### src/rtl/pmlb_pkg.sv
package pmlb_pkg;

  localparam int SAMPLE_W = 16;
  localparam int MAG_W    = SAMPLE_W + 1;
  localparam int LEDS_W   = 7;
  localparam int CHUNK_W  = 13;
  localparam int SENS_W   = 16;
  localparam int CFG_W    = 16;
  localparam int CFG_IDX_W = 2;

  localparam int LED_MAX   = 64;
  localparam int CHUNK_MAX = 4096;
  localparam int IDX_W     = $clog2(LED_MAX);

  localparam int COLOUR_W = 24;
  localparam int LIT_SHIFT = 23;
  localparam int PROD1_W  = MAG_W + LEDS_W;
  localparam int PROD2_W  = PROD1_W + SENS_W;
  localparam int LIT_W    = PROD2_W - LIT_SHIFT;

  localparam int THIRD_MUL   = 683;
  localparam int THIRD_SHIFT = 11;
  localparam int THIRD_W     = LEDS_W + 1 + 10;

  localparam logic [COLOUR_W-1:0] COL_OFF    = 24'h000000;
  localparam logic [COLOUR_W-1:0] COL_GREEN  = 24'h440000;
  localparam logic [COLOUR_W-1:0] COL_YELLOW = 24'h444400;
  localparam logic [COLOUR_W-1:0] COL_RED    = 24'h004400;

  localparam logic [CFG_IDX_W-1:0] REG_LED_COUNT   = 2'd0;
  localparam logic [CFG_IDX_W-1:0] REG_CHUNK_SIZE  = 2'd1;
  localparam logic [CFG_IDX_W-1:0] REG_SENSITIVITY = 2'd2;

  localparam logic [LEDS_W-1:0]  LED_COUNT_RST   = 7'd60;
  localparam logic [CHUNK_W-1:0] CHUNK_SIZE_RST  = 13'd1024;
  localparam logic [SENS_W-1:0]  SENSITIVITY_RST = 16'd51200;

  typedef struct packed {
    logic [MAG_W-1:0]  peak;
    logic [LEDS_W-1:0] leds;
    logic [SENS_W-1:0] sens;
  } frame_t;

endpackage

### src/rtl/pmlb_ifs.sv
interface pmlb_sample_if;
  logic                                valid;
  logic                                ready;
  logic signed [pmlb_pkg::SAMPLE_W-1:0] sample;

  modport source (output valid, output sample, input ready);
  modport sink   (input valid, input sample, output ready);
endinterface

interface pmlb_led_if;
  logic                              valid;
  logic                              ready;
  logic [pmlb_pkg::IDX_W-1:0]        led_index;
  logic [pmlb_pkg::COLOUR_W-1:0]     colour;
  logic                              last_led;

  modport source (output valid, output led_index, output colour, output last_led,
                  input ready);
  modport sink   (input valid, input led_index, input colour, input last_led,
                  output ready);
endinterface

### src/rtl/pmlb_front.sv
module pmlb_front (
  input  logic                              clk,
  input  logic                              rst,
  pmlb_sample_if.sink                       samples,
  input  logic [pmlb_pkg::LEDS_W-1:0]       led_count,
  input  logic [pmlb_pkg::CHUNK_W-1:0]      chunk_size,
  input  logic [pmlb_pkg::SENS_W-1:0]       sensitivity,
  input  logic                              q_full,
  output logic                              push,
  output pmlb_pkg::frame_t                  push_data
);

  logic [pmlb_pkg::CHUNK_W-1:0] count;
  logic [pmlb_pkg::CHUNK_W-1:0] count_next;
  logic [pmlb_pkg::CHUNK_W-1:0] chunk_eff;
  logic [pmlb_pkg::MAG_W-1:0]   peak;
  logic [pmlb_pkg::MAG_W-1:0]   peak_next;
  logic [pmlb_pkg::MAG_W-1:0]   mag;
  logic [pmlb_pkg::LEDS_W-1:0]  leds_eff;
  logic                         accept;
  logic                         chunk_end;

  assign samples.ready = !q_full;
  assign accept        = samples.valid && samples.ready;

  assign mag = samples.sample[pmlb_pkg::SAMPLE_W-1]
             ? (pmlb_pkg::MAG_W'(0) - {samples.sample[pmlb_pkg::SAMPLE_W-1], samples.sample})
             : {1'b0, samples.sample};
  assign peak_next = (mag > peak) ? mag : peak;

  always_comb begin
    priority if (chunk_size == '0) begin
      chunk_eff = pmlb_pkg::CHUNK_W'(1);
    end else if (chunk_size > pmlb_pkg::CHUNK_W'(pmlb_pkg::CHUNK_MAX)) begin
      chunk_eff = pmlb_pkg::CHUNK_W'(pmlb_pkg::CHUNK_MAX);
    end else begin
      chunk_eff = chunk_size;
    end
  end

  assign leds_eff = (led_count > pmlb_pkg::LEDS_W'(pmlb_pkg::LED_MAX))
                  ? pmlb_pkg::LEDS_W'(pmlb_pkg::LED_MAX) : led_count;

  assign count_next = count + pmlb_pkg::CHUNK_W'(1);
  assign chunk_end  = count_next >= chunk_eff;

  assign push           = accept && chunk_end && (leds_eff != '0);
  assign push_data.peak = peak_next;
  assign push_data.leds = leds_eff;
  assign push_data.sens = sensitivity;

  always_ff @(posedge clk) begin
    if (rst) begin
      count <= '0;
      peak  <= '0;
    end else if (accept) begin
      if (chunk_end) begin
        count <= '0;
        peak  <= '0;
      end else begin
        count <= count_next;
        peak  <= peak_next;
      end
    end
  end

endmodule

### src/rtl/pmlb_queue.sv
module pmlb_queue #(
  parameter int DEPTH = 2
) (
  input  logic             clk,
  input  logic             rst,
  input  logic             push,
  input  pmlb_pkg::frame_t push_data,
  input  logic             pop,
  output pmlb_pkg::frame_t pop_data,
  output logic             full,
  output logic             empty
);

  localparam int PTR_W = (DEPTH > 1) ? $clog2(DEPTH) : 1;
  localparam int CNT_W = $clog2(DEPTH + 1);

  pmlb_pkg::frame_t  entries [DEPTH];
  logic [PTR_W-1:0]  wr_ptr;
  logic [PTR_W-1:0]  rd_ptr;
  logic [CNT_W-1:0]  fill;
  logic              do_push;
  logic              do_pop;

  assign full     = fill == CNT_W'(DEPTH);
  assign empty    = fill == '0;
  assign do_push  = push && !full;
  assign do_pop   = pop && !empty;
  assign pop_data = entries[rd_ptr];

  always_ff @(posedge clk) begin
    if (do_push) begin
      entries[wr_ptr] <= push_data;
    end
  end

  always_ff @(posedge clk) begin
    if (rst) begin
      wr_ptr <= '0;
      rd_ptr <= '0;
      fill   <= '0;
    end else begin
      if (do_push) begin
        wr_ptr <= (wr_ptr == PTR_W'(DEPTH - 1)) ? '0 : wr_ptr + PTR_W'(1);
      end
      if (do_pop) begin
        rd_ptr <= (rd_ptr == PTR_W'(DEPTH - 1)) ? '0 : rd_ptr + PTR_W'(1);
      end
      unique case ({do_push, do_pop})
        2'b10:   fill <= fill + CNT_W'(1);
        2'b01:   fill <= fill - CNT_W'(1);
        default: fill <= fill;
      endcase
    end
  end

endmodule

### src/rtl/pmlb_back.sv
module pmlb_back (
  input  logic             clk,
  input  logic             rst,
  input  logic             q_empty,
  input  pmlb_pkg::frame_t q_data,
  output logic             pop,
  pmlb_led_if.source       leds
);

  typedef enum logic [1:0] {
    IDLE,
    MUL1,
    MUL2,
    EMIT
  } state_t;

  state_t                          state;
  pmlb_pkg::frame_t                frame;
  logic [pmlb_pkg::PROD1_W-1:0]    prod1;
  logic [pmlb_pkg::PROD2_W-1:0]    prod2;
  logic [pmlb_pkg::LIT_W-1:0]      lit_raw;
  logic [pmlb_pkg::LEDS_W-1:0]     lit;
  logic [pmlb_pkg::THIRD_W-1:0]    third1_full;
  logic [pmlb_pkg::THIRD_W-1:0]    third2_full;
  logic [pmlb_pkg::LEDS_W-1:0]     third1;
  logic [pmlb_pkg::LEDS_W-1:0]     third2;
  logic [pmlb_pkg::LEDS_W-1:0]     idx;
  logic [pmlb_pkg::LEDS_W-1:0]     idx_next;
  logic [pmlb_pkg::COLOUR_W-1:0]   colour_next;
  logic                            load;

  assign pop = (state == IDLE) && !q_empty;

  assign third1_full = pmlb_pkg::THIRD_W'(frame.leds) * pmlb_pkg::THIRD_W'(pmlb_pkg::THIRD_MUL);
  assign third2_full = pmlb_pkg::THIRD_W'({frame.leds, 1'b0})
                     * pmlb_pkg::THIRD_W'(pmlb_pkg::THIRD_MUL);

  assign prod2   = pmlb_pkg::PROD2_W'(prod1) * pmlb_pkg::PROD2_W'(frame.sens);
  assign lit_raw = prod2[pmlb_pkg::PROD2_W-1:pmlb_pkg::LIT_SHIFT];

  assign idx_next = idx + pmlb_pkg::LEDS_W'(1);
  assign load     = (state == EMIT) && (!leds.valid || leds.ready);

  always_comb begin
    priority if (idx >= lit) begin
      colour_next = pmlb_pkg::COL_OFF;
    end else if (idx < third1) begin
      colour_next = pmlb_pkg::COL_GREEN;
    end else if (idx < third2) begin
      colour_next = pmlb_pkg::COL_YELLOW;
    end else begin
      colour_next = pmlb_pkg::COL_RED;
    end
  end

  always_ff @(posedge clk) begin
    if (rst) begin
      state      <= IDLE;
      leds.valid <= 1'b0;
    end else begin
      if (leds.valid && leds.ready && !load) begin
        leds.valid <= 1'b0;
      end
      unique case (state)
        IDLE: begin
          if (!q_empty) begin
            frame <= q_data;
            state <= MUL1;
          end
        end
        MUL1: begin
          prod1  <= pmlb_pkg::PROD1_W'(frame.peak) * pmlb_pkg::PROD1_W'(frame.leds);
          third1 <= pmlb_pkg::LEDS_W'(third1_full >> pmlb_pkg::THIRD_SHIFT);
          third2 <= pmlb_pkg::LEDS_W'(third2_full >> pmlb_pkg::THIRD_SHIFT);
          state  <= MUL2;
        end
        MUL2: begin
          lit   <= (lit_raw > pmlb_pkg::LIT_W'(frame.leds))
                 ? frame.leds : pmlb_pkg::LEDS_W'(lit_raw);
          idx   <= '0;
          state <= EMIT;
        end
        EMIT: begin
          if (load) begin
            leds.valid     <= 1'b1;
            leds.led_index <= idx[pmlb_pkg::IDX_W-1:0];
            leds.colour    <= colour_next;
            leds.last_led  <= idx_next == frame.leds;
            idx            <= idx_next;
            if (idx_next == frame.leds) begin
              state <= IDLE;
            end
          end
        end
        default: state <= IDLE;
      endcase
    end
  end

endmodule

### src/rtl/peak_meter_led_bar.sv
// Takes one sample per cycle; input stalls only while the frame queue is full.
// A frame of min(led_count, 64) LEDs, none if led_count is 0, follows the
// sample closing a chunk via the queue and back-end states IDLE, MUL1, MUL2
// (two multiply steps); EMIT then sends one LED per cycle while sink is ready.
// Synchronous reset clears the chunk, the queue and the output beat, and
// loads led_count 60, chunk_size 1024 and sensitivity 51200.
module peak_meter_led_bar #(
  parameter int QUEUE_DEPTH = 2
) (
  input  logic                               clk,
  input  logic                               rst,
  input  logic                               cfg_we,
  input  logic [pmlb_pkg::CFG_IDX_W-1:0]     cfg_index,
  input  logic [pmlb_pkg::CFG_W-1:0]         cfg_data,
  pmlb_sample_if.sink                        samples,
  pmlb_led_if.source                         leds
);

  logic [pmlb_pkg::LEDS_W-1:0]  led_count;
  logic [pmlb_pkg::CHUNK_W-1:0] chunk_size;
  logic [pmlb_pkg::SENS_W-1:0]  sensitivity;

  logic             push;
  logic             pop;
  logic             q_full;
  logic             q_empty;
  pmlb_pkg::frame_t push_data;
  pmlb_pkg::frame_t pop_data;

  always_ff @(posedge clk) begin
    if (rst) begin
      led_count   <= pmlb_pkg::LED_COUNT_RST;
      chunk_size  <= pmlb_pkg::CHUNK_SIZE_RST;
      sensitivity <= pmlb_pkg::SENSITIVITY_RST;
    end else if (cfg_we) begin
      unique case (cfg_index)
        pmlb_pkg::REG_LED_COUNT:   led_count   <= cfg_data[pmlb_pkg::LEDS_W-1:0];
        pmlb_pkg::REG_CHUNK_SIZE:  chunk_size  <= cfg_data[pmlb_pkg::CHUNK_W-1:0];
        pmlb_pkg::REG_SENSITIVITY: sensitivity <= cfg_data[pmlb_pkg::SENS_W-1:0];
        default: ;
      endcase
    end
  end

  pmlb_front u_front (
    .clk         (clk),
    .rst         (rst),
    .samples     (samples),
    .led_count   (led_count),
    .chunk_size  (chunk_size),
    .sensitivity (sensitivity),
    .q_full      (q_full),
    .push        (push),
    .push_data   (push_data)
  );

  pmlb_queue #(
    .DEPTH (QUEUE_DEPTH)
  ) u_queue (
    .clk       (clk),
    .rst       (rst),
    .push      (push),
    .push_data (push_data),
    .pop       (pop),
    .pop_data  (pop_data),
    .full      (q_full),
    .empty     (q_empty)
  );

  pmlb_back u_back (
    .clk     (clk),
    .rst     (rst),
    .q_empty (q_empty),
    .q_data  (pop_data),
    .pop     (pop),
    .leds    (leds)
  );

endmodule
### src/flat_wrapper.sv
// flat-port wrapper written by rule: the top's interface ports become plain ports
module peak_meter_led_bar_flat 
#(
  parameter int QUEUE_DEPTH = 2
)
  (clk, rst, cfg_we, cfg_index, cfg_data, samples_valid, samples_sample, samples_ready, leds_valid, leds_led_index, leds_colour, leds_last_led, leds_ready);
  pmlb_sample_if samples_i ();
  pmlb_led_if leds_i ();
  input  logic clk;
  input  logic rst;
  input  logic cfg_we;
  input  logic [pmlb_pkg::CFG_IDX_W-1:0] cfg_index;
  input  logic [pmlb_pkg::CFG_W-1:0] cfg_data;
  input wire logic [$bits(samples_i.valid)-1:0] samples_valid;
  input wire logic [$bits(samples_i.sample)-1:0] samples_sample;
  output wire logic [$bits(samples_i.ready)-1:0] samples_ready;
  output wire logic [$bits(leds_i.valid)-1:0] leds_valid;
  output wire logic [$bits(leds_i.led_index)-1:0] leds_led_index;
  output wire logic [$bits(leds_i.colour)-1:0] leds_colour;
  output wire logic [$bits(leds_i.last_led)-1:0] leds_last_led;
  input wire logic [$bits(leds_i.ready)-1:0] leds_ready;
  assign samples_i.valid = samples_valid;
  assign samples_i.sample = samples_sample;
  assign samples_ready = samples_i.ready;
  assign leds_valid = leds_i.valid;
  assign leds_led_index = leds_i.led_index;
  assign leds_colour = leds_i.colour;
  assign leds_last_led = leds_i.last_led;
  assign leds_i.ready = leds_ready;
  peak_meter_led_bar #(.QUEUE_DEPTH(QUEUE_DEPTH)) u_core (.clk(clk), .rst(rst), .cfg_we(cfg_we), .cfg_index(cfg_index), .cfg_data(cfg_data), .samples(samples_i), .leds(leds_i));
endmodule
### config.mk
export PLATFORM = sky130hd
export DESIGN_NAME = peak_meter_led_bar_flat
export DESIGN_NICKNAME = d
export VERILOG_FILES = /design/src/rtl/pmlb_pkg.sv /design/src/rtl/pmlb_ifs.sv /design/src/rtl/pmlb_front.sv /design/src/rtl/pmlb_queue.sv /design/src/rtl/pmlb_back.sv /design/src/rtl/peak_meter_led_bar.sv /design/src/flat_wrapper.sv
export SDC_FILE = /design/constraint.sdc
export NUM_CORES = 1
export LEC_CHECK = 0
export CORE_MARGIN = 2
export CORE_UTILIZATION = 40
export DETAILED_ROUTE_END_ITERATION = 16
export DONT_BUFFER_PORTS = 1
export GPL_TIMING_DRIVEN = 0
export PLACE_DENSITY = 0.59
export SYNTH_ARGS = -nofsm -noshare
export SYNTH_HDL_FRONTEND = slang
export SYNTH_SLANG_ARGS = --single-unit
### constraint.sdc
create_clock -name clk -period 24.6 [get_ports clk]
set_clock_uncertainty 0.05 [all_clocks]
set_input_delay 1.23 -clock clk [delete_from_list [all_inputs] [get_ports clk]]
set_output_delay 1.23 -clock clk [all_outputs]
set_load 0.03 [all_outputs]
# Word-level counts from Yosys, hierarchy flattened

Memory sizes are Yosys's and may differ from the RTL's. A register that Yosys moved wholly into a read port is not among the register bits.
Cells that the tools add are included.

$mul: 4
Add/subtract/negate cells: 7
Reduce and logical (&&, ||, !) cells: 31
$lt $le $gt $ge: 8
Equality and inequality tests: 12
Bitwise logic cells: 2
Muxes and demuxes: 24

Operators by type and width:

| kind                                                                  | number |
|---|---|
| 17-bit 2-to-1 mux                                                     | 3 |
| 23-bit 2-to-1 mux                                                     | 2 |
| 24-bit by 16-bit multiplier with 40-bit output                        | 1 |
| 13-bit 2-to-1 mux                                                     | 3 |
| 7-bit by 10-bit multiplier with 17-bit output (second input constant) | 2 |
| 17-bit by 7-bit multiplier with 24-bit output                         | 1 |
| 7-bit 2-to-1 mux                                                      | 3 |
| 17-bit greater-than comparator                                        | 1 |
| 17-bit by 7-bit greater-than comparator with 1-bit output             | 1 |
| 1-bit by 16-bit subtractor with 17-bit output (first input constant)  | 1 |
| 7-bit case mux with 2 select lines                                    | 1 |
| 13-bit by 1-bit adder with 13-bit output (second input constant)      | 1 |
| 13-bit >= comparator                                                  | 1 |
| 13-bit greater-than comparator (second input constant)                | 1 |
| 13-bit zero test                                                      | 1 |
| 3-bit AND reduction                                                   | 4 |
| 2-bit equality test (second input constant)                           | 5 |
| 2-bit AND reduction                                                   | 5 |
| 1-bit logical AND                                                     | 9 |
| 2-bit case mux with 4 select lines                                    | 1 |
| 7-bit by 1-bit adder with 7-bit output (second input constant)        | 1 |
| 7-bit equality test                                                   | 1 |
| 7-bit >= comparator                                                   | 1 |
| 7-bit greater-than comparator (second input constant)                 | 1 |
| other kinds (18)                                                      | 37 |

Register bits: 155
Memories kept: 1
Bits in writable memories: 80
Word-level logic and storage cells: 108

Memory list:

| name                   | depth | width | read ports | clocked after Yosys merged registers in | wr ports | line             | source |
|---|---|---|---|---|---|---|---|
| u_core.u_queue.entries | 2     | 40    | 1          | 1                                       | 1        | pmlb_queue.sv:17 | `pmlb_pkg::frame_t entries [DEPTH];` |

# Depth between registers and ports, before layout

Gate-level depths: netlist of the first run.

Word-level depth: 9
Gate-level depth with buffers: 36
Gate-level depth less buffers: 34

# Modules after synthesis

Synthesis of the first run repeated with hierarchy kept, for this count alone.

Cells, all modules: 2786
Area, all modules: 27600.2 um^2

By module, submodules not included:

| module             | area each (um^2) | instances | cells each |
|---|---|---|---|
| pmlb_back          | 20178.1          | 1         | 2121 |
| pmlb_queue         | 3096.7           | 1         | 150 |
| pmlb_front         | 2801.4           | 1         | 369 |
| peak_meter_led_bar | 1524.0           | 1         | 146 |

# Worst setup path before layout of the first run

OpenSTA, ideal clock, no wires.

Path kind: reg2reg
From: reg u_core.u_back.prod1[7] in the netlist's numbering
To: reg u_core.u_back.lit[1] in the netlist's numbering (data pin)
Stages on the path, launching flop included: 33
Data required time: 24.290 ns
Setup slack: 16.770 ns
Setup time: 0.260 ns
Data arrival time: 7.519 ns
Path buffers: 2
Cell sequence: edfxtp_1 -> clkbuf_1 -> nand2_1 -> fa_1 -> inv_1 -> fa_1 -> inv_1 -> fa_1 -> inv_1 -> fa_1 -> fa_1 -> inv_1 -> fa_1 -> inv_1 -> ha_1 -> nand4_1 -> a211oi_1 -> nor4_2 -> a21oi_2 -> o21ai_0 -> and2b_1 -> o21bai_1 -> a21oi_1 -> xnor2_1 -> ha_1 -> nand2_1 -> nor2_1 -> a2111oi_0 -> o211ai_1 -> a211oi_2 -> o211a_1 -> buf_6 -> mux2_4

Longest elaborated chain between the ends: 3

Ends and longest elaborated chain:

| item                                                      | line            | source |
|---|---|---|
| start: declaration                                        | pmlb_back.sv:19 | `logic [pmlb_pkg::PROD1_W-1:0] prod1;` |
| start signal: assignment                                  | pmlb_back.sv:72 | `prod1 <= pmlb_pkg::PROD1_W'(frame.peak) * pmlb_pkg::PROD1_W'(frame.leds);` |
| 24-bit by 16-bit multiplier with 40-bit output *          | pmlb_back.sv:38 | `assign prod2 = pmlb_pkg::PROD2_W'(prod1) * pmlb_pkg::PROD2_W'(frame.sens);` |
| 17-bit by 7-bit greater-than comparator with 1-bit output | pmlb_back.sv:78 | `lit <= (lit_raw > pmlb_pkg::LIT_W'(frame.leds))` |
| 7-bit 2-to-1 mux *                                        | pmlb_back.sv:79 | `? frame.leds : pmlb_pkg::LEDS_W'(lit_raw);` |
| end signal: assignment                                    | pmlb_back.sv:78 |  |
| end: declaration                                          | pmlb_back.sv:22 | `logic [pmlb_pkg::LEDS_W-1:0] lit;` |

Every way passes the cells marked *; elsewhere a longest branch is shown, timed or not.
A chain may end at the register's enable or synchronous reset.

# Worst setup path in the final report of the first run

From: reg u_core.u_back.frame[7] in the netlist's numbering
To: reg u_core.u_back.lit[4] in the netlist's numbering (data pin)

Longest elaborated chain between the ends: 3

Ends and longest elaborated chain:

| item                                                      | line            | source |
|---|---|---|
| start: declaration                                        | pmlb_back.sv:18 | `pmlb_pkg::frame_t frame;` |
| start signal: assignment                                  | pmlb_back.sv:67 | `frame <= q_data;` |
| 24-bit by 16-bit multiplier with 40-bit output *          | pmlb_back.sv:38 |  |
| 17-bit by 7-bit greater-than comparator with 1-bit output | pmlb_back.sv:78 |  |
| 7-bit 2-to-1 mux *                                        | pmlb_back.sv:79 |  |

Marked as above.

==> results of run 1 <==
[synthesized netlist by cell type (35+ instances only)]
| library cell | n |
|---|---|
| a21oi_1 | 87 |
| xnor2_1 | 46 |
| o21ai_0 | 59 |
| and2_1 | 186 |
| ha_1 | 253 |
| a21o_1 | 35 |
| nor2_1 | 74 |
| mux2_2 | 40 |
| clkbuf_1 | 85 |
| fa_1 | 389 |
| dfxtp_1 | 73 |
| nand2_1 | 446 |
| edfxtp_1 | 174 |
| inv_1 | 502 |
[stage by stage]
step / utilization, % / cell area [µm²]
after global placement: 42.2 / 28400
after floorplan: - / 27300
after CTS: 43.7 / 29400
after detailed placement: 42.4 / 28500
final: 43.7 / 29400
after global routing: 43.7 / 29400
[cell families after synthesis]
kind of cell | share of synthesized area (%)
AOI/OAI and AO/OA | 6.61
xor gates and xnor gates | 2.22
adders and majority gates | 40.2
buffers and inverters | 9.13
DFF | 24.5
muxes | 2.28
other | 0.0138
and+or+nand+nor | 15.0
[layer usage]
metal | vias to the layer above | track usage [%] | part of all wire (%)
met5 | - | 0 | 0
met4 | 0 | 3.83 | 1.9
met3 | 82 | 2.23 | 4.6
met2 | 426 | 34.4 | 50
met1 | 9475 | 25.5 | 44
li1 | 8851 | - | -
[worst paths after layout]
check	start	to	slack, ps	cells past startpoint
worst max-delay path	u_core.u_back.frame[7]$_DFFE_PP_	u_core.u_back.lit[4]$_DFFE_PP_	14760	32
worst min-delay path	u_core.sensitivity[0]$_SDFFE_PP0P_	u_core.u_queue.entries[0][0]$_DFFE_PP_	410	0
worst max register to register	u_core.u_back.frame[7]$_DFFE_PP_	u_core.u_back.lit[4]$_DFFE_PP_	14760	32
worst min register to register	u_core.sensitivity[0]$_SDFFE_PP0P_	u_core.u_queue.entries[0][0]$_DFFE_PP_	410	0
[worst max-delay path: cells and delay by family (launching register included)]
kind                     cells  cell delay [ps]
buffers and inverters        7              980
adder cells (fa/ha/maj)      8             3770
XOR/XNOR                     1              390
flip-flops                   1              580
multiplexers                 1              300
AND/OR/NAND/NOR              6              860
AO/OA/AOI/OAI                9             2630
[cell type report]
| cell class | instances | area, µm² |
|---|---|---|
| multi-input combinational | 1921 | 18200 |
| tap | 873 | 1090 |
| timing repair buffer | 4 | 87.6 |
| inverter | 502 | 1880 |
| fill | 6412 | 37800 |
| clock inverter | 11 | 163 |
| clock buffer | 37 | 733 |
| sequential | 247 | 6690 |
| buffer | 124 | 603 |
[state kept, by name, summed over array words and instances (netlist names), 13 cells and up]
register and cells:
u_core.u_back.prod1 24, u_core.u_front.peak 17, u_core.u_front.count 13, u_core.chunk_size 13
u_core.sensitivity 16, u_core.u_queue.entries 80, u_core.u_back.frame 40
==> results.txt, run 1 <==
Rows -> 95
Fmax achieved -> 102 MHz
Initial detailed-routing violation count -> 1203
Worst slew pin tran -> 926 ps
Hold Buf Count CTS -> 0
Cell Count, Final, Fillers Out -> 3719
TritonRoute pass-1 iters -> 7
Die H -> 265 µm
Syn_area_per_cell -> 9.82 µm²
CP peak stage delay -> 580 ps
Drt wl/cell -> 17.8 µm
Slowest CP cell -> edfxtp_1
Endpoints failing setup -> 0
# Post-CTS Setup Buffers -> 0
EDFF count, synth -> 174
# DRC -> 0
Area leader, netlist -> fa_1
Top_reg_cell synth -> edfxtp_1
NumNets Final -> 3507
CTS H-tree depth -> 1
Vias in the first global route -> 20100
CTS tree -> done
Area Overhead vs Synth -> 8.02%
DR vias -> 18800
Total die area -> 0.0702 mm²
HPWL after detailed placement -> 54300 µm
Setup Crit Path Kind -> register to register
Root buf cell -> clkbuf_16
Post-synth top area share -> 28.6%
Outcome -> completed
Worst hold margin -> 408 ps
Core area -> 0.0673 mm²
CP required -> 24830 ps
Setup crit end kind -> register
Post-CTS sizing -> 0
Slew HR -> 38.2%
RSZ-0062 raised after global routing -> no
Total Wirelength -> 66300 µm
Most frequent cells in the layout -> inv_1 (502), nand2_1 (446), fa_1 (389), ha_1 (253), and2_1 (186)
Initial Util -> 40.5%
Vias per std cell -> 5.06
Die W -> 265 µm
GRT overflow -> 0
Max Slew Vio Count -> 0
Sequential fraction of the synthesis area -> 24.5%
Top Ports -> 72
Setup ws final -> 14760 ps
Synth Register Bits -> 247
Min Tclk post-route -> 9850 ps
Post-Synthesis Cell Area -> 0.0272 mm²
Fraction of registers with async set/reset -> 0%
# diodes -> 0
Initial antenna violation count -> 1
Max_cap viols -> 0
Hold Violations, Final -> 0
CTS sink count -> 247
Mapped Cells -> 2774
I/O Buffers -> 0
Layout cells sized above 1 -> 4.99%
Startpoint Class -> register
Clk slew on worst S/H paths -> 60 ps
Yosys warns -> 0
Routability congestion estimate -> 0.959
Antenna-violating nets left -> 0
Clock buffer depth -> 3
Clock latency on the worst-skew pair -> 540 ps
Largest net degree at the start of global routing -> 32
CP most frequent cell -> fa_1
Distinct cell type count after synthesis -> 70
Pre-CTS setup slack -> 14680 ps
HP Class -> register to register
Cells taking the most area after synthesis -> fa_1 (29%), edfxtp_1 (19%), ha_1 (12%)
Period Utilization, post-route -> 40.0%
First-pass GRT wire length -> 108000 µm
Commonest non-fill, non-tap cell in the layout -> inv_1
Placed Instances -> 3671
Worst Path Arrival -> 10080 ps
Tot GR Track Use -> 19.3%
CP Max Fanout -> 10
Post-Route Setup TNS -> 0 ps
CTS Buf Count -> 26
Power of run 1 is left out: the tool's default activity adds up to more than one toggle a clock period on the data nets, which glitch-free logic cannot reach.
==> run 2, diff against run 1 <==
PLACE_DENSITY = 0.61   (was 0.59)
clock period = 8 ns   (was 24.6 ns; I/O delays follow)
==> results.txt, run 2 (synthesis results as in run 1) <==
Vias in the first global route -> 20700 (+3.1%)
Layout cells sized above 1 -> 11.1% (+6.2 points)
Setup crit end kind -> register
NumNets Final -> 3594 (+2.5%)
Outcome -> finished with violations
Max Slew Vio Count -> 0 (unchanged)
GRT overflow -> 0 (unchanged)
Startpoint Class -> register
Die H -> 265 µm (unchanged)
RSZ-0062 raised after global routing -> yes
Period Utilization, post-route -> 102% (+62 points)
Routability congestion estimate -> 0.939 (-2.1%)
Setup Crit Path Kind -> register to register
CTS H-tree depth -> 1 (unchanged)
CP required -> 8250 ps (-16580 ps)
Slowest CP cell -> fa_1
Fillcell total -> 6243 (-2.6%)
Rows -> 95 (unchanged)
Worst reg-to-reg setup slack -> -180 ps (-14930 ps)
CTS Buf Count -> 26 (unchanged)
Pre-CTS setup slack -> -1920 ps (-16600 ps)
I/O Buffers -> 0 (unchanged)
WP buf/inv -> 7 (unchanged)
Placement Cell Area -> 0.0285 mm² (about the same)
Clk slew on worst S/H paths -> 60 ps (about the same)
CP peak stage delay -> 550 ps (-30 ps)
CTS sink count -> 247 (unchanged)
CTS tree -> done
Initial detailed-routing violation count -> 1271 (+5.7%)
Top flop regs -> u_core.u_queue.entries x80, u_core.u_back.frame x40, u_core.u_back.prod1 x24
Area Overhead vs Synth -> 13.1%
Endpoints failing setup -> 7 (+7)
Total Wirelength -> 67800 µm (+2.4%)
Post-Route Setup TNS -> -1130 ps (-1130 ps)
Tot GR Track Use -> 19.8% (+0.50 points)
Setup ws final -> -177 ps (-14930 ps)
Reg area -> 0.00669 mm² (unchanged)
# diodes -> 0 (unchanged)
Multi-input logic area -> 0.0185 mm² (+1.8%)
HPWL after detailed placement -> 53900 µm (-0.83%)
Total die area -> 0.0702 mm² (unchanged)
Hold Violations, Final -> 0 (unchanged)
CP Max Fanout -> 7 (-3)
Commonest non-fill, non-tap cell in the layout -> inv_1
Largest net degree at the start of global routing -> 34 (+6.3%)
Core area -> 0.0673 mm² (unchanged)
Max_cap viols -> 0 (unchanged)
Top Ports -> 72 (unchanged)
Worst slew pin tran -> 935 ps (+9.47 ps)
Min Tclk post-route -> 8180 ps (-1670 ps)
Slew HR -> 37.7% (-0.50 points)
Root buf cell -> clkbuf_16
Worst Path Arrival -> 8420 ps (-1660 ps)
Largest reg by FF count -> u_core.u_queue.entries
Vias per std cell -> 5.05 (-0.28%)
Drt wl/cell -> 17.8 µm (about the same)
Fmax achieved -> 122 MHz (+20%)
First-pass GRT wire length -> 111000 µm (+2.8%)
Largest register FFs -> 80 (unchanged)
HP Class -> primary input to register
Initial Util -> 40.5% (unchanged)
TritonRoute pass-1 iters -> 5 (-2)
CP most frequent cell -> fa_1
Worst hold margin -> 30.5 ps (-378 ps)
Failing checks -> negative setup slack
Initial antenna violation count -> 0 (-1)
Clock latency on the worst-skew pair -> 550 ps (about the same)
Post-route cell area -> 0.0308 mm² (+4.7%)
Clock buffer depth -> 3 (unchanged)
Die W -> 265 µm (unchanged)
CP top delay family -> adder cells
# DRC -> 0 (unchanged)
Most frequent cells in the layout -> inv_1 (493), nand2_1 (444), fa_1 (381), ha_1 (245), and2_1 (182)
Antenna-violating nets left -> 0 (unchanged)
DR vias -> 19200 (+2.0%)
==> run 2: cell count changes in the layout (fill, tap and decap cells not counted), sizes merged <==
cell / delta
inv: +4
bufinv: -1
clkinv: +6
clkbuf: -15
dlygate4sd3: +16
buf: +77
==> run 2: path summary, 6_finish.rpt <==
kind / from / end / depth (start not counted)
setup / recovery: u_core.u_back.frame[4]$_DFFE_PP_ / u_core.u_back.lit[1]$_DFFE_PP_ / 32
hold / removal: leds_ready / u_core.u_back.leds.valid$_SDFF_PP0_ / 3
setup reg to reg: u_core.u_back.frame[4]$_DFFE_PP_ / u_core.u_back.lit[1]$_DFFE_PP_ / 32
hold reg to reg: u_core.sensitivity[2]$_SDFFE_PP0P_ / u_core.u_queue.entries[1][2]$_DFFE_PP_ / 0
==> run 2: stage by stage <==
step,instances,util [%]
6_report,3806,45.8
5_1_grt,3806,45.8
4_1_cts,3795,45.5
3_5_place_dp,3670,42.4
3_3_place_gp,3667,42.2
2_1_floorplan,2794,-
==> run 2: area by class of cell <==
type	count	share of cell area [%]
plain buffers	124	3.13
clock buffers	28	2.20
clock inverters	20	0.686
inverters	502	6.11
multi-input cells	1921	60.0
flip-flops and latches	247	21.7
well taps	873	3.54
repair buffers	91	2.59
==> run 2: worst min-delay path, stage by stage <==
cell	delay, ps
nor2b_1	50
nor2_1	90
nor2_1	50
==> run 2: what timing repair did <==
item | CTS | global route
buffers inserted | 61 | 11
gates resized for setup | 173 | 32
hold endpoints to repair | 36 | 0
endpoints found under the setup margin | 7 | 7
pin swaps | 46 | 16
hold buffers | 16 | 0
==> run 2: layer usage <==
metal / vias to the layer above / GRT usage, % / part of all wire, %
met5: - / 0 / 0
met4: 0 / 5.21 / 2.9
met3: 106 / 1.99 / 4.4
met2: 443 / 34.7 / 49
met1: 9648 / 26.3 / 44
li1: 9023 / - / -
Power of run 2 is left out for the same reason.
